--- config.mk ---
export PLATFORM = sky130hd
export DESIGN_NAME = height_texture_blend_unit
export DESIGN_NICKNAME = d
export VERILOG_FILES = /design/src/htb_pkg.sv /design/src/height_texture_blend_unit.sv
export SDC_FILE = /design/constraint.sdc
export NUM_CORES = 2
export LEC_CHECK = 0
export BUFFER_PORTS_ARGS = -buffer_cell sky130_fd_sc_hd__buf_2
export CAP_MARGIN = 15
export CORE_MARGIN = 2
export CORE_UTILIZATION = 67
export CTS_BUF_LIST = sky130_fd_sc_hd__clkbuf_8 sky130_fd_sc_hd__clkbuf_16
export CTS_CLUSTER_DIAMETER = 30
export DETAILED_ROUTE_END_ITERATION = 8
export GPL_TIMING_DRIVEN = 0
export PLACE_DENSITY = 0.85
export SYNTH_ARGS = -nofsm -noshare
export SYNTH_HDL_FRONTEND = slang
export SYNTH_SLANG_ARGS = --single-unit
--- constraint.sdc ---
create_clock -name clk -period 19.87 [get_ports clk]
set_input_delay 0 -clock clk [delete_from_list [all_inputs] [get_ports clk]]
set_output_delay 0 -clock clk [all_outputs]
set_load 0.01 [all_outputs]
--- src/htb_pkg.sv ---
// Shared constants, types and helper functions for the height texture blend unit.
`timescale 1ns / 1ps

package htb_pkg;

  localparam int TEX_COUNT    = 5;
  localparam int THR_COUNT    = 8;
  localparam int THR_W        = 8;
  localparam int CFG_IDX_W    = 4;
  localparam int TEXEL_W      = 24;
  localparam int CHAN_W       = 8;
  localparam int CHAN_COUNT   = 3;
  localparam int FRAC_W       = 16;
  localparam int DIV_STAGES   = 4;
  localparam int DIV_BITS     = FRAC_W / DIV_STAGES;
  localparam int PIPE_DEPTH   = 8;

  // Pipeline stage positions
  localparam int ST_HEIGHT    = 0;
  localparam int ST_BAND      = 1;
  localparam int ST_DIV_FIRST = 2;
  localparam int ST_MUL       = ST_DIV_FIRST + DIV_STAGES;
  localparam int ST_OUT       = ST_MUL + 1;

  typedef logic [THR_W-1:0]   thr_t;
  typedef logic [TEXEL_W-1:0] texel_t;
  typedef logic [CHAN_W-1:0]  chan_t;
  typedef logic [FRAC_W-1:0]  frac_t;

  typedef struct packed {
    logic [THR_W-1:0]  rem;
    logic [FRAC_W-1:0] quot;
  } div_t;

  localparam thr_t THR_RESET [THR_COUNT] = '{
    8'd20, 8'd50, 8'd80, 8'd110, 8'd140, 8'd170, 8'd200, 8'd230
  };

  // Restoring division, DIV_BITS quotient bits per call. The remainder
  // always stays below span, so the shifted remainder fits in THR_W+1 bits.
  function automatic div_t div_step(input div_t d, input thr_t span);
    div_t            r;
    logic [THR_W:0]  r2;
    r = d;
    for (int b = 0; b < DIV_BITS; b++) begin
      r2 = {r.rem, 1'b0};
      if (r2 >= {1'b0, span}) begin
        r.rem  = THR_W'(r2 - {1'b0, span});
        r.quot = {r.quot[FRAC_W-2:0], 1'b1};
      end else begin
        r.rem  = r2[THR_W-1:0];
        r.quot = {r.quot[FRAC_W-2:0], 1'b0};
      end
    end
    return r;
  endfunction

endpackage

--- src/height_texture_blend_unit.sv ---
// Height based texture splatting: one pixel per clock, unless the output stalls, through an eight stage pipeline.
`timescale 1ns / 1ps

// Takes one pixel item per clock while rgb_stall is low (height, jitter, five RGB
// texels) and returns one blended RGB item per accepted pixel. The pipeline has one
// stage for the saturated height, one for the band search, four stages of the
// restoring divider that yields the 16-bit ramp fraction (four quotient bits
// each), one for the weight multipliers and one for the channel sum. Each stage
// holds its item until the next one has room, so a stalled output fills the
// pipeline before pix_stall rises. Thresholds are to be written by the user through
// cfg_we / cfg_index / cfg_data only while the pipeline is empty; the block does
// not enforce this. Indices above 7 are ignored.
module height_texture_blend_unit
  import htb_pkg::*;
(
  input  logic                 clk,
  input  logic                 rst,
  // configuration
  input  logic                 cfg_we,
  input  logic [CFG_IDX_W-1:0] cfg_index,
  input  logic [THR_W-1:0]     cfg_data,
  // pixel input
  input  logic                 pix_valid,
  output logic                 pix_stall,
  input  logic [7:0]           height,
  input  logic signed [4:0]    jitter,
  input  logic [TEXEL_W-1:0]   tex0,
  input  logic [TEXEL_W-1:0]   tex1,
  input  logic [TEXEL_W-1:0]   tex2,
  input  logic [TEXEL_W-1:0]   tex3,
  input  logic [TEXEL_W-1:0]   tex4,
  // blended output
  output logic                 rgb_valid,
  input  logic                 rgb_stall,
  output logic [CHAN_W-1:0]    red,
  output logic [CHAN_W-1:0]    green,
  output logic [CHAN_W-1:0]    blue
);

  // Threshold registers
  thr_t thr [THR_COUNT];

  always_ff @(posedge clk) begin
    if (rst) begin
      thr <= THR_RESET;
    end else if (cfg_we && (cfg_index < CFG_IDX_W'(THR_COUNT))) begin
      thr[cfg_index[$clog2(THR_COUNT)-1:0]] <= cfg_data;
    end
  end

  // Stage valid bits and ready chain
  logic [PIPE_DEPTH-1:0] v;
  logic [PIPE_DEPTH-1:0] rdy;

  always_comb begin
    rdy[PIPE_DEPTH-1] = !v[PIPE_DEPTH-1] || !rgb_stall;
    for (int i = PIPE_DEPTH - 2; i >= 0; i--) begin
      rdy[i] = !v[i] || rdy[i+1];
    end
  end

  assign pix_stall = !rdy[ST_HEIGHT];
  assign rgb_valid = v[ST_OUT];

  always_ff @(posedge clk) begin
    if (rst) begin
      v <= '0;
    end else begin
      if (rdy[ST_HEIGHT]) begin
        v[ST_HEIGHT] <= pix_valid;
      end
      for (int i = 1; i < PIPE_DEPTH; i++) begin
        if (rdy[i]) begin
          v[i] <= v[i-1];
        end
      end
    end
  end

  // Stage 1: height plus jitter, saturated to 0..255
  logic signed [9:0] h_sum;
  thr_t              h_sat;
  thr_t              h1;
  texel_t            tx1 [TEX_COUNT];

  always_comb begin
    h_sum = $signed({2'b00, height}) + 10'(jitter);
    if (h_sum[9]) begin
      h_sat = '0;
    end else if (h_sum[8]) begin
      h_sat = '1;
    end else begin
      h_sat = h_sum[7:0];
    end
  end

  always_ff @(posedge clk) begin
    if (rdy[ST_HEIGHT]) begin
      h1     <= h_sat;
      tx1[0] <= tex0;
      tx1[1] <= tex1;
      tx1[2] <= tex2;
      tx1[3] <= tex3;
      tx1[4] <= tex4;
    end
  end

  // Stage 2: band search and selection of the two texels and ramp operands.
  // Flat bands use diff 0 over span 1, so the fraction comes out as zero.
  logic [3:0] band;
  thr_t       diff_b;
  thr_t       span_b;
  texel_t     tl_b;
  texel_t     tu_b;

  always_comb begin
    band = 4'(THR_COUNT);
    for (int i = THR_COUNT - 1; i >= 0; i--) begin
      if (h1 < thr[i]) begin
        band = 4'(i);
      end
    end
    diff_b = '0;
    span_b = THR_W'(1);
    tl_b   = tx1[0];
    tu_b   = tx1[0];
    for (int i = 0; i < TEX_COUNT; i++) begin
      if (band == 4'(2 * i)) begin
        tl_b = tx1[i];
      end
    end
    for (int i = 0; i < TEX_COUNT - 1; i++) begin
      if (band == 4'(2 * i + 1)) begin
        diff_b = h1 - thr[2*i];
        span_b = thr[2*i+1] - thr[2*i];
        tl_b   = tx1[i];
        tu_b   = tx1[i+1];
      end
    end
  end

  div_t   dv   [DIV_STAGES+1];
  thr_t   span [DIV_STAGES+1];
  texel_t tl   [DIV_STAGES+1];
  texel_t tu   [DIV_STAGES+1];

  // Stage 2 register, then stages 3..6: divider, four quotient bits per stage
  always_ff @(posedge clk) begin
    if (rdy[ST_BAND]) begin
      dv[0]   <= '{rem: diff_b, quot: '0};
      span[0] <= span_b;
      tl[0]   <= tl_b;
      tu[0]   <= tu_b;
    end
    for (int s = 0; s < DIV_STAGES; s++) begin
      if (rdy[ST_DIV_FIRST+s]) begin
        dv[s+1]   <= div_step(dv[s], span[s]);
        span[s+1] <= span[s];
        tl[s+1]   <= tl[s];
        tu[s+1]   <= tu[s];
      end
    end
  end

  // Stage 7: weight times texel per channel, each term truncated
  logic [FRAC_W:0]          w_lo;
  frac_t                    w_hi;
  logic [FRAC_W+CHAN_W-1:0] prod_lo [CHAN_COUNT];
  logic [FRAC_W+CHAN_W-1:0] prod_hi [CHAN_COUNT];
  chan_t                    term_lo [CHAN_COUNT];
  chan_t                    term_hi [CHAN_COUNT];

  always_comb begin
    w_hi = dv[DIV_STAGES].quot;
    w_lo = {1'b1, {FRAC_W{1'b0}}} - {1'b0, w_hi};
    for (int c = 0; c < CHAN_COUNT; c++) begin
      prod_lo[c] = (FRAC_W+CHAN_W)'(w_lo
                   * tl[DIV_STAGES][TEXEL_W-1-CHAN_W*c -: CHAN_W]);
      prod_hi[c] = (FRAC_W+CHAN_W)'(w_hi
                   * tu[DIV_STAGES][TEXEL_W-1-CHAN_W*c -: CHAN_W]);
    end
  end

  always_ff @(posedge clk) begin
    if (rdy[ST_MUL]) begin
      for (int c = 0; c < CHAN_COUNT; c++) begin
        term_lo[c] <= prod_lo[c][FRAC_W+CHAN_W-1:FRAC_W];
        term_hi[c] <= prod_hi[c][FRAC_W+CHAN_W-1:FRAC_W];
      end
    end
  end

  // Stage 8: channel sum, saturated, into the output register
  logic [CHAN_W:0] csum [CHAN_COUNT];
  chan_t           cres [CHAN_COUNT];

  always_comb begin
    for (int c = 0; c < CHAN_COUNT; c++) begin
      csum[c] = {1'b0, term_lo[c]} + {1'b0, term_hi[c]};
      cres[c] = csum[c][CHAN_W] ? '1 : csum[c][CHAN_W-1:0];
    end
  end

  always_ff @(posedge clk) begin
    if (rdy[ST_OUT]) begin
      red   <= cres[0];
      green <= cres[1];
      blue  <= cres[2];
    end
  end

  // Input is held back only when the first stage is occupied
  a_stall_needs_full: assert property (@(posedge clk) disable iff (rst)
    pix_stall |-> v[ST_HEIGHT])
    else $error("pixel input stalled with an empty first stage");

  // Divider remainder never reaches the span
  a_rem_below_span: assert property (@(posedge clk) disable iff (rst)
    v[ST_MUL-1] |-> (dv[DIV_STAGES].rem < span[DIV_STAGES]))
    else $error("divider remainder out of range");

  // Flat bands must leave a zero fraction
  a_flat_zero_frac: assert property (@(posedge clk) disable iff (rst)
    (v[ST_MUL-1] && (span[DIV_STAGES] == THR_W'(1))) |-> (dv[DIV_STAGES].quot == '0))
    else $error("non-zero fraction in a flat band");

  // The two weighted terms can never overflow a channel
  a_terms_fit: assert property (@(posedge clk) disable iff (rst)
    v[ST_OUT-1] |-> (!csum[0][CHAN_W] && !csum[1][CHAN_W] && !csum[2][CHAN_W]))
    else $error("blended channel exceeds full scale");

endmodule

==> reports/metrics.cfg <==
[global_routing]
overflow = 0
grt_use_total_pct = 36.60
antenna_found_initial = 4
grt_pass1_vias = 43930
grt_max_degree = 79
grt_pass1_wl_microns = 234700

[cts]
post_cts_buffers = 0
clkSinkCount = 616
cts_tree = built
clockBufferDepth = 3
clockRootBuffer = clkbuf_16
cts_htree_levels = 3
clk_pin_slew_worst_paths_ns = 0.07
numCtsBuffers = 103
clk_latency_ns = 0.68

[synthesis]
synthFlopType = edfxtp_1
synth_top_area_share_pct = 30.40
netlist_area_sq_um = 53740
netlist_top_cells_count = inv_1, nand2_1, edfxtp_1
yosys_warnings = 0
ys_ff_latch = 616
yosysTopAreaCell = edfxtp_1
synth.most_common_cell = inv_1
synth_cell_types = 84
async_flop_share_pct = 0
synth_edf_count = 544
yosys-top-cells-area = edfxtp_1, fa_1, ha_1
syn_nets = 6337
syn_area_per_cell_sq_um = 10.38
synth_seq_area_share_pct = 33.08
synthCells = 5177

[die]
io_pins = 176
start_util_pct = 67.80
fp-row-count = 103
design.core.area_sq_um = 79260
design.die.area_sq_um = 82480
die_y_microns = 287.2
chipWidth_microns = 287.2

[timing]
post-route-min-period_ns = 9.615
hold_violations = 0
rsz0062_at_grt = false
slew_headroom_pct = 22.82
min_period_over_period_pct = 48.39
fin_skew_ns = 0.06228
drv_slew = 0
fin_tns_setup_ns = 0
fmax_ghz = 0.1040
setup_violations = 0
worst_pin_slew_ns = 1.149

[place]
hpwl_microns = 101400
place.gp.congestion = 0.9984
dpl.cell_count = 6402
portBuffers = 171

[critical_path]
cp.required_ns = 20.29
crit_path_end_kind = flop
crit_top_cell = ha_1
crit_buf_inv = 4
cp_top_family = compound AO/OA/AOI/OAI gates
critical-path-max-stage-delay_ns = 0.69
critPathSlowestCell = o41ai_1
arrival_ns = 10.04
path_max_fanout = 10
start_kind = flop
critPathKind = flop to flop

[detailed_routing]
firstDrtPassIters = 8
via_per_inst = 6.225
wl_per_cell_microns = 21.91
wl_microns = 148600
ant_nets = 0
drtIter0Drc = 4418
top_layer_used = met5
m1WireLength_microns = 53470
routed-wl-met3_microns = 15590
drc = 0
vias = 42220
dr_wl_met2_microns = 70290

[flow_run]
cap_violations = 0

[worst_hold_path]
holdCritPathClass = input pin to flop

[final_layout]
multi_input_area_sq_um = 32640
nNetsFinal = 6800
fin_cells = 6782
layout.area.seq_sq_um = 17780
area.growth.synth_to_final_pct = 14.51
layout-drive-gt1-share_pct = 8.604
n_fill_cell = 4769

[run_status]
status = finished, final reports clean

-- cells by family (layout without fill, tap and decap cells) --
kind of cell | after synthesis | after routing | share of synthesized area (%)
AO/OA/AOI/OAI | 765 | 765 | 9.626
adder cells (fa/ha/maj) | 1010 | 1010 | 30.91
flip-flops | 616 | 616 | 33.08
AND/OR/NAND/NOR | 1548 | 1548 | 13.89
XOR/XNOR | 212 | 212 | 3.455
multiplexers | 138 | 138 | 2.776
other | 0 | 2 | 0
buffers and inverters | 888 | 1441 | 6.261
-- registers in the layout, indices dropped and copies added, names as in the netlist --
signal / count
tl: 120
tu: 120
tx1: 120
dv: 72
thr: 64
span: 32
term_hi: 24
term_lo: 24
blue: 8
green: 8
h1: 8
red: 8
v: 8
-- timing repair --
| item | 4_1_cts | 5_1_grt |
|---|---|---|
| endpoints found under the hold margin | 194 | 0 |
| hold buffers | 182 | 0 |
| endpoints found under the setup margin | 0 | 0 |
| resized for setup | 0 | 0 |
-- cells in the final DEF (no fill, tap or decap), drive strengths merged, types with 63 or more instances in the layout --
| cell type | count |
|---|---|
| ha | 481 |
| xor2 | 67 |
| fa | 529 |
| xnor2 | 145 |
| mux2 | 75 |
| mux2i | 63 |
| dlygate4sd3 | 182 |
| dfxtp | 72 |
| a21o | 71 |
| clkbuf | 294 |
| a21oi | 179 |
| nand2 | 614 |
| and2 | 349 |
| o21ai | 159 |
| nor2 | 277 |
| buf | 208 |
| edfxtp | 544 |
| inv | 705 |
-- worst paths after layout --
| check | depth (start not counted) | slack [ns] | end | from |
|---|---|---|---|---|
| worst max-delay path | 33 | 10.26 | dv[0][95]$_DFFE_PP_ | span[0][17]$_DFFE_PP_ |
| worst min-delay path | 2 | 0.009 | tx1[0][99]$_DFFE_PN_ | tex4[3] |
| worst max register to register | 33 | 10.26 | dv[0][95]$_DFFE_PP_ | span[0][17]$_DFFE_PP_ |
| worst min register to register | 0 | 0.39 | tl[0][75]$_DFFE_PP_ | tl[0][51]$_DFFE_PP_ |
-- through the flow --
step | cell area [sq um] | hold slack (ns) | utilization [%] | setup slack, ns
2_1_floorplan | 53740 | 0.09887 | - | 12.02
3_3_place_gp | 55900 | 0.1771 | 70.54 | 10.53
3_5_place_dp | 56020 | 0.1781 | 70.68 | 10.39
4_1_cts | 61510 | 0.0007451 | 77.61 | 10.28
5_1_grt | 61530 | 0.01034 | 77.64 | 9.587
6_report | 61530 | 0.009306 | 77.64 | 10.26
-- metal layers --
layer	global-route usage, %	vias up
met3	6.984	739
met5	0	-
li1	-	18390
met4	20.51	4
met2	60.61	2823
met1	45.32	20260
-- area by class of cell --
class	instances	area share (%)
Clock inverter	91	1.730
Antenna cell	2	0.008133
Clock buffer	104	4.229
Sequential cell	616	28.89
Inverter	666	4.067
Tap cell	1050	2.135
Timing Repair Buffer	358	4.500
Multi-Input combinational cell	3673	53.04
Buffer	222	1.405
Power is left out: the tool's default activity adds up to more than one toggle a clock period on the data nets, which glitch-free logic cannot reach.
